**src/design/msp_pkg.sv**
```systemverilog
// Shared types, byte codes and a helper for the MIDI stream parser.
package msp_pkg;

    localparam logic [7:0] RT_FIRST   = 8'hF8;
    localparam logic [7:0] SYSEX_BEG  = 8'hF0;
    localparam logic [7:0] SYSEX_END  = 8'hF7;
    localparam logic [3:0] HI_PROG    = 4'hC;
    localparam logic [3:0] HI_CHPRESS = 4'hD;

    localparam logic [1:0] POS_RUN    = 2'd0;
    localparam logic [1:0] POS_FIRST  = 2'd1;
    localparam logic [1:0] POS_SECOND = 2'd2;

    localparam logic [1:0] LEN_RT     = 2'd1;
    localparam logic [1:0] LEN_SHORT  = 2'd2;
    localparam logic [1:0] LEN_LONG   = 2'd3;

    typedef struct packed {
        logic [7:0] chan_status;
        logic [1:0] data_position;
        logic [1:0] msg_len;
        logic [6:0] first_data;
        logic [6:0] second_data;
        logic       in_sysex;
    } msp_state_t;

    typedef struct packed {
        logic       valid;
        logic [7:0] status;
        logic [6:0] data1;
        logic [6:0] data2;
        logic [1:0] length;
    } msp_msg_t;

    function automatic logic [1:0] chan_len(input logic [7:0] status);
        return (status[7:4] == HI_PROG || status[7:4] == HI_CHPRESS) ? LEN_SHORT : LEN_LONG;
    endfunction

endpackage

```
**src/design/midi_stream_parser.sv**
```systemverilog
// MIDI byte-stream parser with running status: top level.
//
//   channel  | handshake              | payload
//   ---------+------------------------+--------------------------------------
//   input    | s_valid / s_ready      | s_rx_byte[7:0]
//   result   | m_valid / m_ready      | m_msg_status, m_msg_data1/2, m_msg_length
//   config   | cfg_valid / cfg_ready  | cfg_realtime_thru
//
// One byte per cycle unless the result stalls: a beat lands in the input register,
// then the step logic updates parser state and, when the byte ends a message,
// loads the result register and raises m_valid. A stalled result holds the input
// register; the input side keeps taking beats as long as the result register drains.
// Synchronous active-low reset clears parser state and sets realtime_thru.
module midi_stream_parser import msp_pkg::*; (
    input  logic       aclk,
    input  logic       aresetn,
    input  logic       s_valid,
    output logic       s_ready,
    input  logic [7:0] s_rx_byte,
    output logic       m_valid,
    input  logic       m_ready,
    output logic [7:0] m_msg_status,
    output logic [6:0] m_msg_data1,
    output logic [6:0] m_msg_data2,
    output logic [1:0] m_msg_length,
    input  logic       cfg_valid,
    output logic       cfg_ready,
    input  logic       cfg_realtime_thru
);

    logic       thru_reg;
    logic       in_valid_reg;
    logic [7:0] in_byte_reg;
    msp_state_t state_reg;
    msp_state_t state_next;
    msp_msg_t   msg_next;
    logic       out_valid_reg;
    logic [7:0] out_status_reg;
    logic [6:0] out_data1_reg;
    logic [6:0] out_data2_reg;
    logic [1:0] out_length_reg;
    logic       advance;

    msp_step u_step (
        .realtime_thru (thru_reg),
        .rx_byte       (in_byte_reg),
        .cur           (state_reg),
        .nxt           (state_next),
        .msg           (msg_next)
    );

    assign advance   = in_valid_reg && (!out_valid_reg || m_ready);
    assign s_ready   = !in_valid_reg || advance;
    assign cfg_ready = 1'b1;

    always_ff @(posedge aclk) begin
        if (!aresetn) begin
            thru_reg      <= 1'b1;
            in_valid_reg  <= 1'b0;
            state_reg     <= '0;
            out_valid_reg <= 1'b0;
        end else begin
            if (cfg_valid) begin
                thru_reg <= cfg_realtime_thru;
            end
            if (s_valid && s_ready) begin
                in_valid_reg <= 1'b1;
            end else if (advance) begin
                in_valid_reg <= 1'b0;
            end
            if (advance) begin
                state_reg <= state_next;
            end
            if (advance && msg_next.valid) begin
                out_valid_reg <= 1'b1;
            end else if (m_ready) begin
                out_valid_reg <= 1'b0;
            end
        end
    end

    always_ff @(posedge aclk) begin
        if (s_valid && s_ready) begin
            in_byte_reg <= s_rx_byte;
        end
        if (advance && msg_next.valid) begin
            out_status_reg <= msg_next.status;
            out_data1_reg  <= msg_next.data1;
            out_data2_reg  <= msg_next.data2;
            out_length_reg <= msg_next.length;
        end
    end

    assign m_valid      = out_valid_reg;
    assign m_msg_status = out_status_reg;
    assign m_msg_data1  = out_data1_reg;
    assign m_msg_data2  = out_data2_reg;
    assign m_msg_length = out_length_reg;

endmodule

```
**src/design/msp_step.sv**
```systemverilog
// Per-byte parse step: next parser state and the message a byte completes.
module msp_step import msp_pkg::*; (
    input  logic       realtime_thru,
    input  logic [7:0] rx_byte,
    input  msp_state_t cur,
    output msp_state_t nxt,
    output msp_msg_t   msg
);

    logic [1:0] len_eff;

    always_comb begin
        nxt     = cur;
        msg     = '0;
        len_eff = (cur.data_position == POS_FIRST) ? cur.msg_len
                                                   : chan_len(cur.chan_status);
        priority if (cur.in_sysex) begin
            if (rx_byte == SYSEX_END) begin
                nxt.in_sysex = 1'b0;
            end
        end else if (rx_byte >= RT_FIRST) begin
            if (realtime_thru) begin
                msg.valid  = 1'b1;
                msg.status = rx_byte;
                msg.length = LEN_RT;
            end
        end else if (rx_byte == SYSEX_BEG) begin
            nxt.chan_status = '0;
            nxt.in_sysex    = 1'b1;
        end else if (rx_byte[7]) begin
            if (rx_byte >= SYSEX_BEG) begin
                // system common: drop running status only
                nxt.chan_status = '0;
            end else begin
                nxt.chan_status   = rx_byte;
                nxt.msg_len       = chan_len(rx_byte);
                nxt.data_position = POS_FIRST;
            end
        end else if (cur.chan_status == '0) begin
            // orphan data byte, dropped
        end else if (cur.data_position == POS_SECOND) begin
            nxt.second_data   = rx_byte[6:0];
            nxt.data_position = POS_RUN;
            msg.valid  = 1'b1;
            msg.status = cur.chan_status;
            msg.data1  = cur.first_data;
            msg.data2  = rx_byte[6:0];
            msg.length = cur.msg_len;
        end else begin
            nxt.msg_len       = len_eff;
            nxt.first_data    = rx_byte[6:0];
            nxt.data_position = POS_SECOND;
            if (len_eff == LEN_SHORT) begin
                // data2 repeats the stored value
                nxt.data_position = POS_RUN;
                msg.valid  = 1'b1;
                msg.status = cur.chan_status;
                msg.data1  = rx_byte[6:0];
                msg.data2  = cur.second_data;
                msg.length = LEN_SHORT;
            end
        end
    end

endmodule

```
**config.mk**
```make
export PLATFORM = sky130hd
export DESIGN_NAME = midi_stream_parser
export DESIGN_NICKNAME = d
export VERILOG_FILES = /design/src/design/msp_pkg.sv /design/src/design/midi_stream_parser.sv /design/src/design/msp_step.sv
export SDC_FILE = /design/constraint.sdc
export NUM_CORES = 1
export LEC_CHECK = 0
export BUFFER_PORTS_ARGS = -buffer_cell sky130_fd_sc_hd__buf_2
export CORE_AREA = 2 2 83 105
export CTS_BUF_LIST = sky130_fd_sc_hd__clkbuf_4 sky130_fd_sc_hd__clkbuf_8
export CTS_CLUSTER_DIAMETER = 30
export DETAILED_ROUTE_END_ITERATION = 12
export DIE_AREA = 0 0 85 107
export PLACE_DENSITY_LB_ADDON = 0.1
export SLEW_MARGIN = 20
export SYNTH_ARGS = -nofsm -noshare
export SYNTH_HDL_FRONTEND = slang
export SYNTH_SLANG_ARGS = --single-unit
export TNS_END_PERCENT = 20
```
**constraint.sdc**
```tcl
create_clock -name aclk -period 4.2 [get_ports aclk]
set_input_delay 0.42 -clock aclk [delete_from_list [all_inputs] [get_ports aclk]]
set_output_delay 0.42 -clock aclk [all_outputs]
set_load 0.03 [all_outputs]
```
Word-level counts from Yosys, hierarchy flattened

Cells that the tools add are included.

Register bits after elaboration: 62
Bits in latches: 0
Bits in writable memories: 0
ROM bits: 0
Input bits: 14
Word-level logic and storage cells: 85
Memories: 0

Add/sub/neg operators: 0
Multipliers: 0
Divide/modulo/power cells: 0
Order comparisons: 2
Equality and inequality tests: 12
Shifts and indexed selects: 0
Mux-type cells: 32
Bitwise operators: 6
Reduce and logical (&&, ||, !) cells: 19

Operators by type and width:

| cell                 | count |
|---|---|
| $mux W25             | 6 |
| $mux W9              | 3 |
| $mux W8              | 3 |
| $reduce_and A7 Y1    | 3 |
| $mux W18             | 1 |
| $eq A4 B4 Y1 const B | 4 |
| $eq A8 B8 Y1 const B | 2 |
| $ge A8 B8 Y1 const B | 2 |
| $mux W14             | 1 |
| $mux W1              | 11 |
| $logic_not A8 Y1     | 1 |
| $mux W2              | 4 |
| $mux W4              | 2 |
| $mux W7              | 1 |
| $ne A2 B2 Y1 const B | 3 |
| $not A1 Y1           | 6 |
| $reduce_and A6 Y1    | 1 |
| $reduce_bool A2 Y1   | 3 |
| $reduce_or A5 Y1     | 1 |
| $eq A2 B2 Y1 const B | 2 |
| $logic_or A1 B1 Y1   | 4 |
| $reduce_and A4 Y1    | 1 |
| $logic_and A1 B1 Y1  | 3 |
| $eq A2 B1 Y1 const B | 1 |
| $logic_not A1 Y1     | 2 |

Logic depth before layout (Yosys ltp)

Gate-level depths: netlist of run 1.

Word-level depth: 14
Depth in mapped cells: 6
Mapped depth without buffers: 4

Hierarchy

Synthesis of run 1 repeated with hierarchy kept, for this count alone.

Cell total of the unflattened synthesis: 320
Area, all modules: 3,144.3 µm²

By module, submodules not included:

| module             | times used | cells each | area each (µm²) |
|---|---|---|---|
| midi_stream_parser | 1          | 166        | 2,192.1 |
| msp_step           | 1          | 154        | 952.2 |

Worst setup path after synthesis of run 1

OpenSTA, ideal clock, no wires.

Path kind: reg-to-reg
From: register state_reg[17] in the netlist's numbering
To: register out_data1_reg[0], in the netlist m_msg_data1[0] (enable)
Setup time: 0.412 ns
Arrival time: 2.190 ns
Slack: 1.598 ns
Cell stages (with the launch flop): 6
Clock period less this slack: 2.602 ns
Cells stage by stage: dfxtp_1 -> buf_2 -> nand4bb_1 -> o2111a_1 -> nand2b_1 -> a21boi_1

Word-level cells in the longest chain between the ends: 11
Elaborated cells between the ends (all ways): 12
Classes of those cells: 3 x eq/ne; 8 x mux; 1 x reduce/logical

Ends and longest elaborated chain:

| item                   | RTL line                 | RTL |
|---|---|---|
| start, declared        | midi_stream_parser.sv:34 | `msp_state_t state_reg;` |
| start signal, assigned | midi_stream_parser.sv:72 | `state_reg <= state_next;` |
| $eq A2 B1 Y1           | msp_step.sv:15           | `len_eff = (cur.data_position == POS_FIRST) ? cur.msg_len` |
| $mux W2                | msp_step.sv:15           |  |
| $eq A2 B2 Y1           | msp_step.sv:53           | `if (len_eff == LEN_SHORT) begin` |
| $mux W25               | msp_step.sv:53           |  |
| $mux W25 *             | msp_step.sv:41           | `end else if (cur.data_position == POS_SECOND) begin` |
| $mux W25 *             | msp_step.sv:39           | `end else if (cur.chan_status == '0) begin` |
| $mux W25 *             | msp_step.sv:30           | `end else if (rx_byte[7]) begin` |
| $mux W25 *             | msp_step.sv:27           | `end else if (rx_byte == SYSEX_BEG) begin` |
| $mux W9 *              | msp_step.sv:21           | `end else if (rx_byte >= RT_FIRST) begin` |
| $mux W25 *             | msp_step.sv:17           | `priority if (cur.in_sysex) begin` |
| $logic_and A1 B1 Y1 *  | midi_stream_parser.sv:86 | `if (advance && msg_next.valid) begin` |
| end signal, assigned   | midi_stream_parser.sv:88 | `out_data1_reg <= msg_next.data1;` |
| end, declared          | midi_stream_parser.sv:39 | `logic [6:0] out_data1_reg;` |

Every way passes the cells marked *; elsewhere a longest branch is shown, timed or not.
A chain may end at the register's enable or synchronous reset.

Final worst setup path of run 1

From: register in_byte_reg[7]
To: register out_data1_reg[0], in the netlist m_msg_data1[0] (enable)

Word-level cells in the longest chain between the ends: 5
Elaborated cells between the ends (all ways): 7
Classes of those cells: 1 x order compare; 1 x eq/ne; 4 x mux; 1 x reduce/logical

Ends and longest elaborated chain:

| item                                                                 | RTL line                 | RTL |
|---|---|---|
| start, declared                                                      | midi_stream_parser.sv:33 | `logic [7:0] in_byte_reg;` |
| start signal, assigned                                               | midi_stream_parser.sv:84 | `in_byte_reg <= s_rx_byte;` |
| parallel branches: the longest is 2 deep, another holds $ge A8 B8 Y1 | n/a                      |  |
| $mux W9 *                                                            | msp_step.sv:21           |  |
| $mux W25 *                                                           | msp_step.sv:17           |  |
| $logic_and A1 B1 Y1 *                                                | midi_stream_parser.sv:86 |  |

Mark *: on every way between the ends.

==> summary.txt, run 1 <==
Final Cell Area: 3197 µm²
H-tree levels: 3
Root Driver: clkbuf_8
slew at the pin with the worst max-slew slack: 0.6826 ns
Worst-Skew Late Latency: 0.34 ns
routed vias/inst: 5.225
Yosys Warn Count: 0
largest net degree at the start of global routing: 22
PortBufs: 39
largest family of logic cells by synthesized area: compound AO/OA/AOI/OAI gates
Clock transition at path regs: 0.06 ns
Final Hold Viols: 0
CP max FO: 21
Largest register FFs: 27
largest cells by area after synthesis: edfxtp_1 (35%), dfxtp_1 (22%), a21oi_1 (5.3%), nand2_1 (4.2%), mux2i_1 (2.9%)
cell count after synthesis: 264
Num CTS Buffers: 9
post-DP HPWL: 4.718 mm
P per Cell Area: 408.5 nW/µm²
final WL: 7.073 mm
antenna-violating nets left: 0
Post-synth EDFFs: 32
normalized max-slew margin: 0.5450
I/O pin cnt: 41
Synth Cell Area: 2753 µm²
detailed-route wire length per cell: 17.68 µm
RD Place Congestion: 0.8820
post-CTS setup buffer count: 0
DR pass1 iterations: 4
Cell variety after synth: 50
Setup Crit Path Kind: register to register
Post-Syn Nets: 278
HP Class: input port to register
CP endpoint kind: register
Area after DPL: 3007 µm²
Tot GR Track Use: 0.1684
WP data arrival: 2.12 ns
Fin Setup TNS: 0 ns
area of the die: 9095 µm²
Final min period: 2.096 ns
share of Yosys cell area claimed by the top area cell type: 0.3491
Synth area leader: edfxtp_1
DR iter-0 viols: 122
post-synthesis sequential area ratio: 0.5673
Die H: 107 µm
nets@finish: 312
CP required: 4.22 ns
async set-reset flop share out of synthesis: 0
xor and xnor area share after synthesis: 0.003182
mux share of post-synthesis cell area: 0.02909
post-cts resize count: 0
TritonCTS clock tree: done
fillers: 788
antenna violations before repair: 0
Starting Density: 0.3398
antenna cell count: 0
final setup fails: 0
Setup Skew: 0.004688 ns
RSZ-0062 raised after global routing: no
Layout area overhead: 16.14%
LEAKAGE: 1.043 nW
CTS max path bufs: 2
fmax: 0.4770 GHz
simple-gate share of the synthesized area: 0.1695
width of the chip: 85 µm
VDD IR max: 0.1557 mV
std cell rows: 37
commonest non-fill, non-tap cell in the layout: buf_2
vias: 2090
core area: 8102 µm²
fin crit share: 0.4992
total clock sinks: 62
Startpoint Class: register
ys flop type: edfxtp_1
Max-Cap Viols: 0
Compound-Gate Fraction of Synth Area: 0.1905
Mean Syn Cell Area: 10.43 µm²
# hold bufs at CTS: 0
vias in the first global route: 2081
Congestion Overflow GR: 0
final slew viol count: 0
fraction of layout cells with a size suffix above 1: 0.2343
first-pass GRT wire length: 11.45 mm
post-route DRC violation count: 0
Synth Register Bits: 62
Hold Slack: 0.2508 ns
status: complete, no violations
Adder-Cell Fraction of Synth Area: 0
most frequent cells in the layout: buf_2 (39), edfxtp_1 (32), nand2_1 (31)
-- final cells by class --
type / instances / area (µm²) / area share
clock buffer: 11 / 138.9 / 0.04344
multi-input combinational: 178 / 1087 / 0.3401
timing repair buffer: 42 / 217.7 / 0.06810
clock inverter: 5 / 51.30 / 0.01605
inverter: 5 / 18.77 / 0.005871
tap: 97 / 121.4 / 0.03796
sequential: 62 / 1562 / 0.4885
-- metal layers --
| metal | vias to the layer above | share of wire | global-route usage |
|---|---|---|---|
| li1 | 1036 | - | - |
| met1 | 998 | 0.45 | 0.2147 |
| met2 | 45 | 0.49 | 0.2645 |
| met3 | 11 | 0.038 | 0.04696 |
| met4 | 0 | 0.028 | 0.07596 |
| met5 | - | 0 | 0 |
-- metrics by stage --
stage / power [W] / setup WS, ns / instances / utilization
2_1_floorplan: 0.0007646 / 1.598 / 264 / -
3_3_place_gp: 0.0008027 / 2.071 / 384 / 0.3711
3_5_place_dp: 0.0008020 / 2.109 / 384 / 0.3711
4_1_cts: 0.001322 / 2.102 / 400 / 0.3946
5_1_grt: 0.001367 / 1.943 / 400 / 0.3946
6_report: 0.001306 / 2.104 / 400 / 0.3946
-- worst paths after layout --
check | start | to | slack (ns) | depth (start not counted)
max | in_byte_reg[7]$_DFFE_PP_ | m_msg_data1[0]$_SDFFCE_PP0P_ | 2.10 | 4
min | s_rx_byte[7] | in_byte_reg[7]$_DFFE_PP_ | 0.25 | 1
max reg2reg | in_byte_reg[7]$_DFFE_PP_ | m_msg_data1[0]$_SDFFCE_PP0P_ | 2.10 | 4
min reg2reg | state_reg[5]$_SDFFE_PN0P_ | state_reg[5]$_SDFFE_PN0P_ | 0.46 | 2
-- power by group --
group          switching, W  total, W  internal, W
registers         0.0000292  0.000681     0.000652
clock network      0.000234  0.000517     0.000283
logic             0.0000688  0.000108    0.0000388
-- cell usage after synthesis (2+ instances only) --
master / number
and2_1: 2
nand2b_1: 4
buf_2: 11
nand3_1: 11
dfxtp_1: 30
nor2_1: 12
nand4_1: 4
o21ai_1: 10
inv_1: 3
a21o_1: 5
o21ai_0: 14
or4_4: 2
a22oi_1: 7
nand2_1: 31
clkbuf_1: 7
a22o_1: 3
mux2i_1: 8
a21oi_1: 29
nor3_2: 2
nor2_2: 2
nor3_1: 2
nand3b_1: 2
edfxtp_1: 32
nor2b_1: 2
o21a_1: 4
-- worst max-delay path, stage by stage, from the launching register on --
cell      delay (ns)
edfxtp_1        0.56
and4_1          0.34
nand3_1         0.20
a21boi_2        0.31
buf_4           0.35
-- kinds of logic after synthesis --
| kind of cell | after synthesis |
|---|---|
| AO/OA/AOI/OAI | 83 |
| multiplexers | 8 |
| XOR/XNOR | 1 |
| AND/OR/NAND/NOR | 85 |
| other | 1 |
| buffers and inverters | 24 |
| flip-flops | 62 |
No activity file was read; power rests on OpenSTA's default activity.
==> run 2, diff against run 1 <==
==> constraint.sdc (replaced) <==
create_clock -name aclk -period 1.81 [get_ports aclk]
set_input_delay 0.181 -clock aclk [delete_from_list [all_inputs] [get_ports aclk]]
set_output_delay 0.181 -clock aclk [all_outputs]
set_load 0.03 [all_outputs]
==> run 2 against run 1 <==
  * Final cell count grew 4.5%
  * First-iteration DRC count shrank 11%
  * Global-route usage shrank 0.21 points
  * Worst hold slack lost 0.23 ns
  * Register-to-register slack lost 2.0 ns
  * Combinational power grew to 2.8 times the previous value
==> summary.txt, run 2 (synthesis results as in run 1) <==
Num CTS Buffers: 9 (unchanged)
post-route DRC violation count: 0 (unchanged)
post-DP HPWL: 4.963 mm (+5.2%)
area of the die: 9095 µm² (unchanged)
placed insts: 403 (+4.9%)
Slowest-stage cell, CP: dfxtp_2
Clock transition at path regs: 0.07 ns (about the same)
nets@finish: 331 (+6.1%)
Clock Power Share: 0.347 (-0.049)
final setup fails: 0 (unchanged)
Final Cell Area: 3366 µm² (+5.3%)
LEAKAGE: 1.138 nW (+9.1%)
final WL: 7.033 mm (-0.57%)
largest net degree at the start of global routing: 25 (+14%)
width of the chip: 85 µm (unchanged)
PortBufs: 39 (unchanged)
I/O pin cnt: 41 (unchanged)
vias: 2188 (+4.7%)
std cell rows: 37 (unchanged)
WP data arrival: 1.74 ns (-0.38 ns)
CTS max path bufs: 2 (unchanged)
core area: 8102 µm² (unchanged)
antenna cell count: 0 (unchanged)
Die H: 107 µm (unchanged)
fraction of layout cells with a size suffix above 1: 0.3084 (+0.07409)
most frequent cells in the layout: buf_2 (39), edfxtp_1 (32), nand2_1 (31)
DR pass1 iterations: 4 (unchanged)
RSZ-0062 raised after global routing: yes
first-pass GRT wire length: 11.54 mm (+0.72%)
internal power: 0.002107 W (+120%)
CP max FO: 24 (+14%)
vias in the first global route: 2137 (+2.7%)
total clock sinks: 62 (unchanged)
CP bufs+invs: 1 (unchanged)
Starting Density: 0.3398 (unchanged)
Area after DPL: 3204 µm² (+6.6%)
Final WS setup: 0.1127 ns (-1.991 ns)
worst path cell trace: nand3b_1 -> o2111a_1 -> nand2b_4 -> a21boi_4 -> buf_12
Final Hold Viols: 0 (unchanged)
Tot GR Track Use: 0.1663 (-0.002101)
Startpoint Class: register
final slew viol count: 0 (unchanged)
TritonCTS clock tree: done
Worst-Skew Late Latency: 0.34 ns (about the same)
detailed-route wire length per cell: 16.83 µm (-4.8%)
area occupied by multi-input gates: 1132 µm² (+4.1%)
Hold Crit Endpoint: in_byte_reg[0]$_DFFE_PP_
Setup Skew: 0.008757 ns (+0.004069 ns)
routed vias/inst: 5.234 (+0.18%)
worst r2r src: state_reg[17]$_SDFFE_PN0P_
fin crit share: 0.9377 (+0.4386)
Highest Signal Layer: met4
HP Class: input port to register
worst slack, placed: -0.08432 ns (-2.193 ns)
P per Cell Area: 854.1 nW/µm² (+110%)
met3 routed WL: 296 µm (+11%)
P_sw: 0.0007675 W (+130%)
commonest non-fill, non-tap cell in the layout: buf_2
H-tree levels: 3 (unchanged)
switching share of power: 0.2670 (+0.01307)
Setup Crit Path Kind: register to register
CP endpoint kind: register
status: complete, no violations
Max-Cap Viols: 0 (unchanged)
R2R Setup Slk: 0.11 ns (-1.99 ns)
Worst Hold Depth: 1 (unchanged)
Reg2Reg Capture Point: m_msg_data1[3]$_SDFFCE_PP0P_
VDD IR max: 0.3417 mV (+120%)
antenna-violating nets left: 0 (unchanged)
Layout area overhead: 22.27%
final core occ: 0.4154 (+0.02085)
Worst R2R Path Depth: 5 (+1)
CP required: 1.85 ns (-2.37 ns)
crit path launch: state_reg[17]$_SDFFE_PN0P_
Logic pwr share: 0.106 (+0.024)
Congestion Overflow GR: 0 (unchanged)
antenna violations before repair: 0 (unchanged)
Seq pwr share: 0.547 (+0.025)
Sequential Area: 1567 µm² (+0.32%)
Post-Layout Cell Count: 418 (+4.5%)
RD Place Congestion: 0.8304 (-5.9%)
fmax: 0.5892 GHz (+24%)
met1 WL: 3.270 mm (+2.9%)
# hold bufs at CTS: 0 (unchanged)
Largest register FFs: 27 (unchanged)
hold_sp: s_rx_byte[0]
routed wl met2: 3.269 mm (-4.7%)
Root Driver: clkbuf_8
slowest stage delay, CP: 0.43 ns (-0.13 ns)
CP delay by family, top: compound AO/OA/AOI/OAI gates
fillers: 791 (+0.38%)
Final min period: 1.697 ns (-0.3992 ns)
DR iter-0 viols: 108 (-11%)
[run 2: cell type report]
cell class              instances  area share
well taps                      97     0.03606
clock inverters                 6    0.008922
flip-flops and latches         62      0.4654
clock buffers                   9     0.03680
repair buffers                 61      0.1108
inverters                       5    0.005576
multi-input cells             178      0.3364
[run 2: worst max-delay path by stage]
stage,depth (start not counted),to
2_1_floorplan,5,m_msg_data1[0]$_SDFFCE_PP0P_
3_3_place_gp,4,state_reg[4]$_SDFFE_PN0P_
6_report,5,m_msg_data1[3]$_SDFFCE_PP0P_
5_1_grt,5,state_reg[13]$_SDFFE_PN0P_
4_1_cts,5,m_msg_status[5]$_SDFFCE_PP0P_
3_5_place_dp,4,state_reg[5]$_SDFFE_PN0P_
[run 2: timing repair]
| item | CTS | global route |
|---|---|---|
| setup buffers | 0 | 0 |
| endpoints found under the setup margin | 31 | 32 |
| gates resized for setup | 1 | 3 |
| pin swaps | 0 | 0 |
[run 2: stage by stage]
| stage | hold slack (ns) | total power [W] | setup TNS, ns |
|---|---|---|---|
| after floorplan | 0.2799 | 0.001784 | -0.09161 |
| after global placement | 0.3579 | 0.001902 | -0.3733 |
| after detailed placement | 0.3595 | 0.001904 | -1.786 |
| after CTS | 0.005602 | 0.002904 | 0 |
| after global routing | 0.007766 | 0.003013 | -0.002675 |
| final | 0.01996 | 0.002875 | 0 |
[run 2: power groups by stage]
| stage | clock network, W | logic, W | registers, W |
|---|---|---|---|
| after floorplan | 0 | 0.000204 | 0.00158 |
| after global placement | 0 | 0.000301 | 0.00160 |
| after detailed placement | 0 | 0.000302 | 0.00160 |
| after CTS | 0.00103 | 0.000305 | 0.00157 |
| after global routing | 0.00110 | 0.000336 | 0.00158 |
| final | 0.000997 | 0.000304 | 0.00157 |
[run 2: metal layers]
metal | global-route usage | up-vias
li1 | - | 1068
met4 | 0.07710 | 0
met2 | 0.2584 | 59
met1 | 0.2206 | 1045
met3 | 0.03541 | 16
met5 | 0 | -
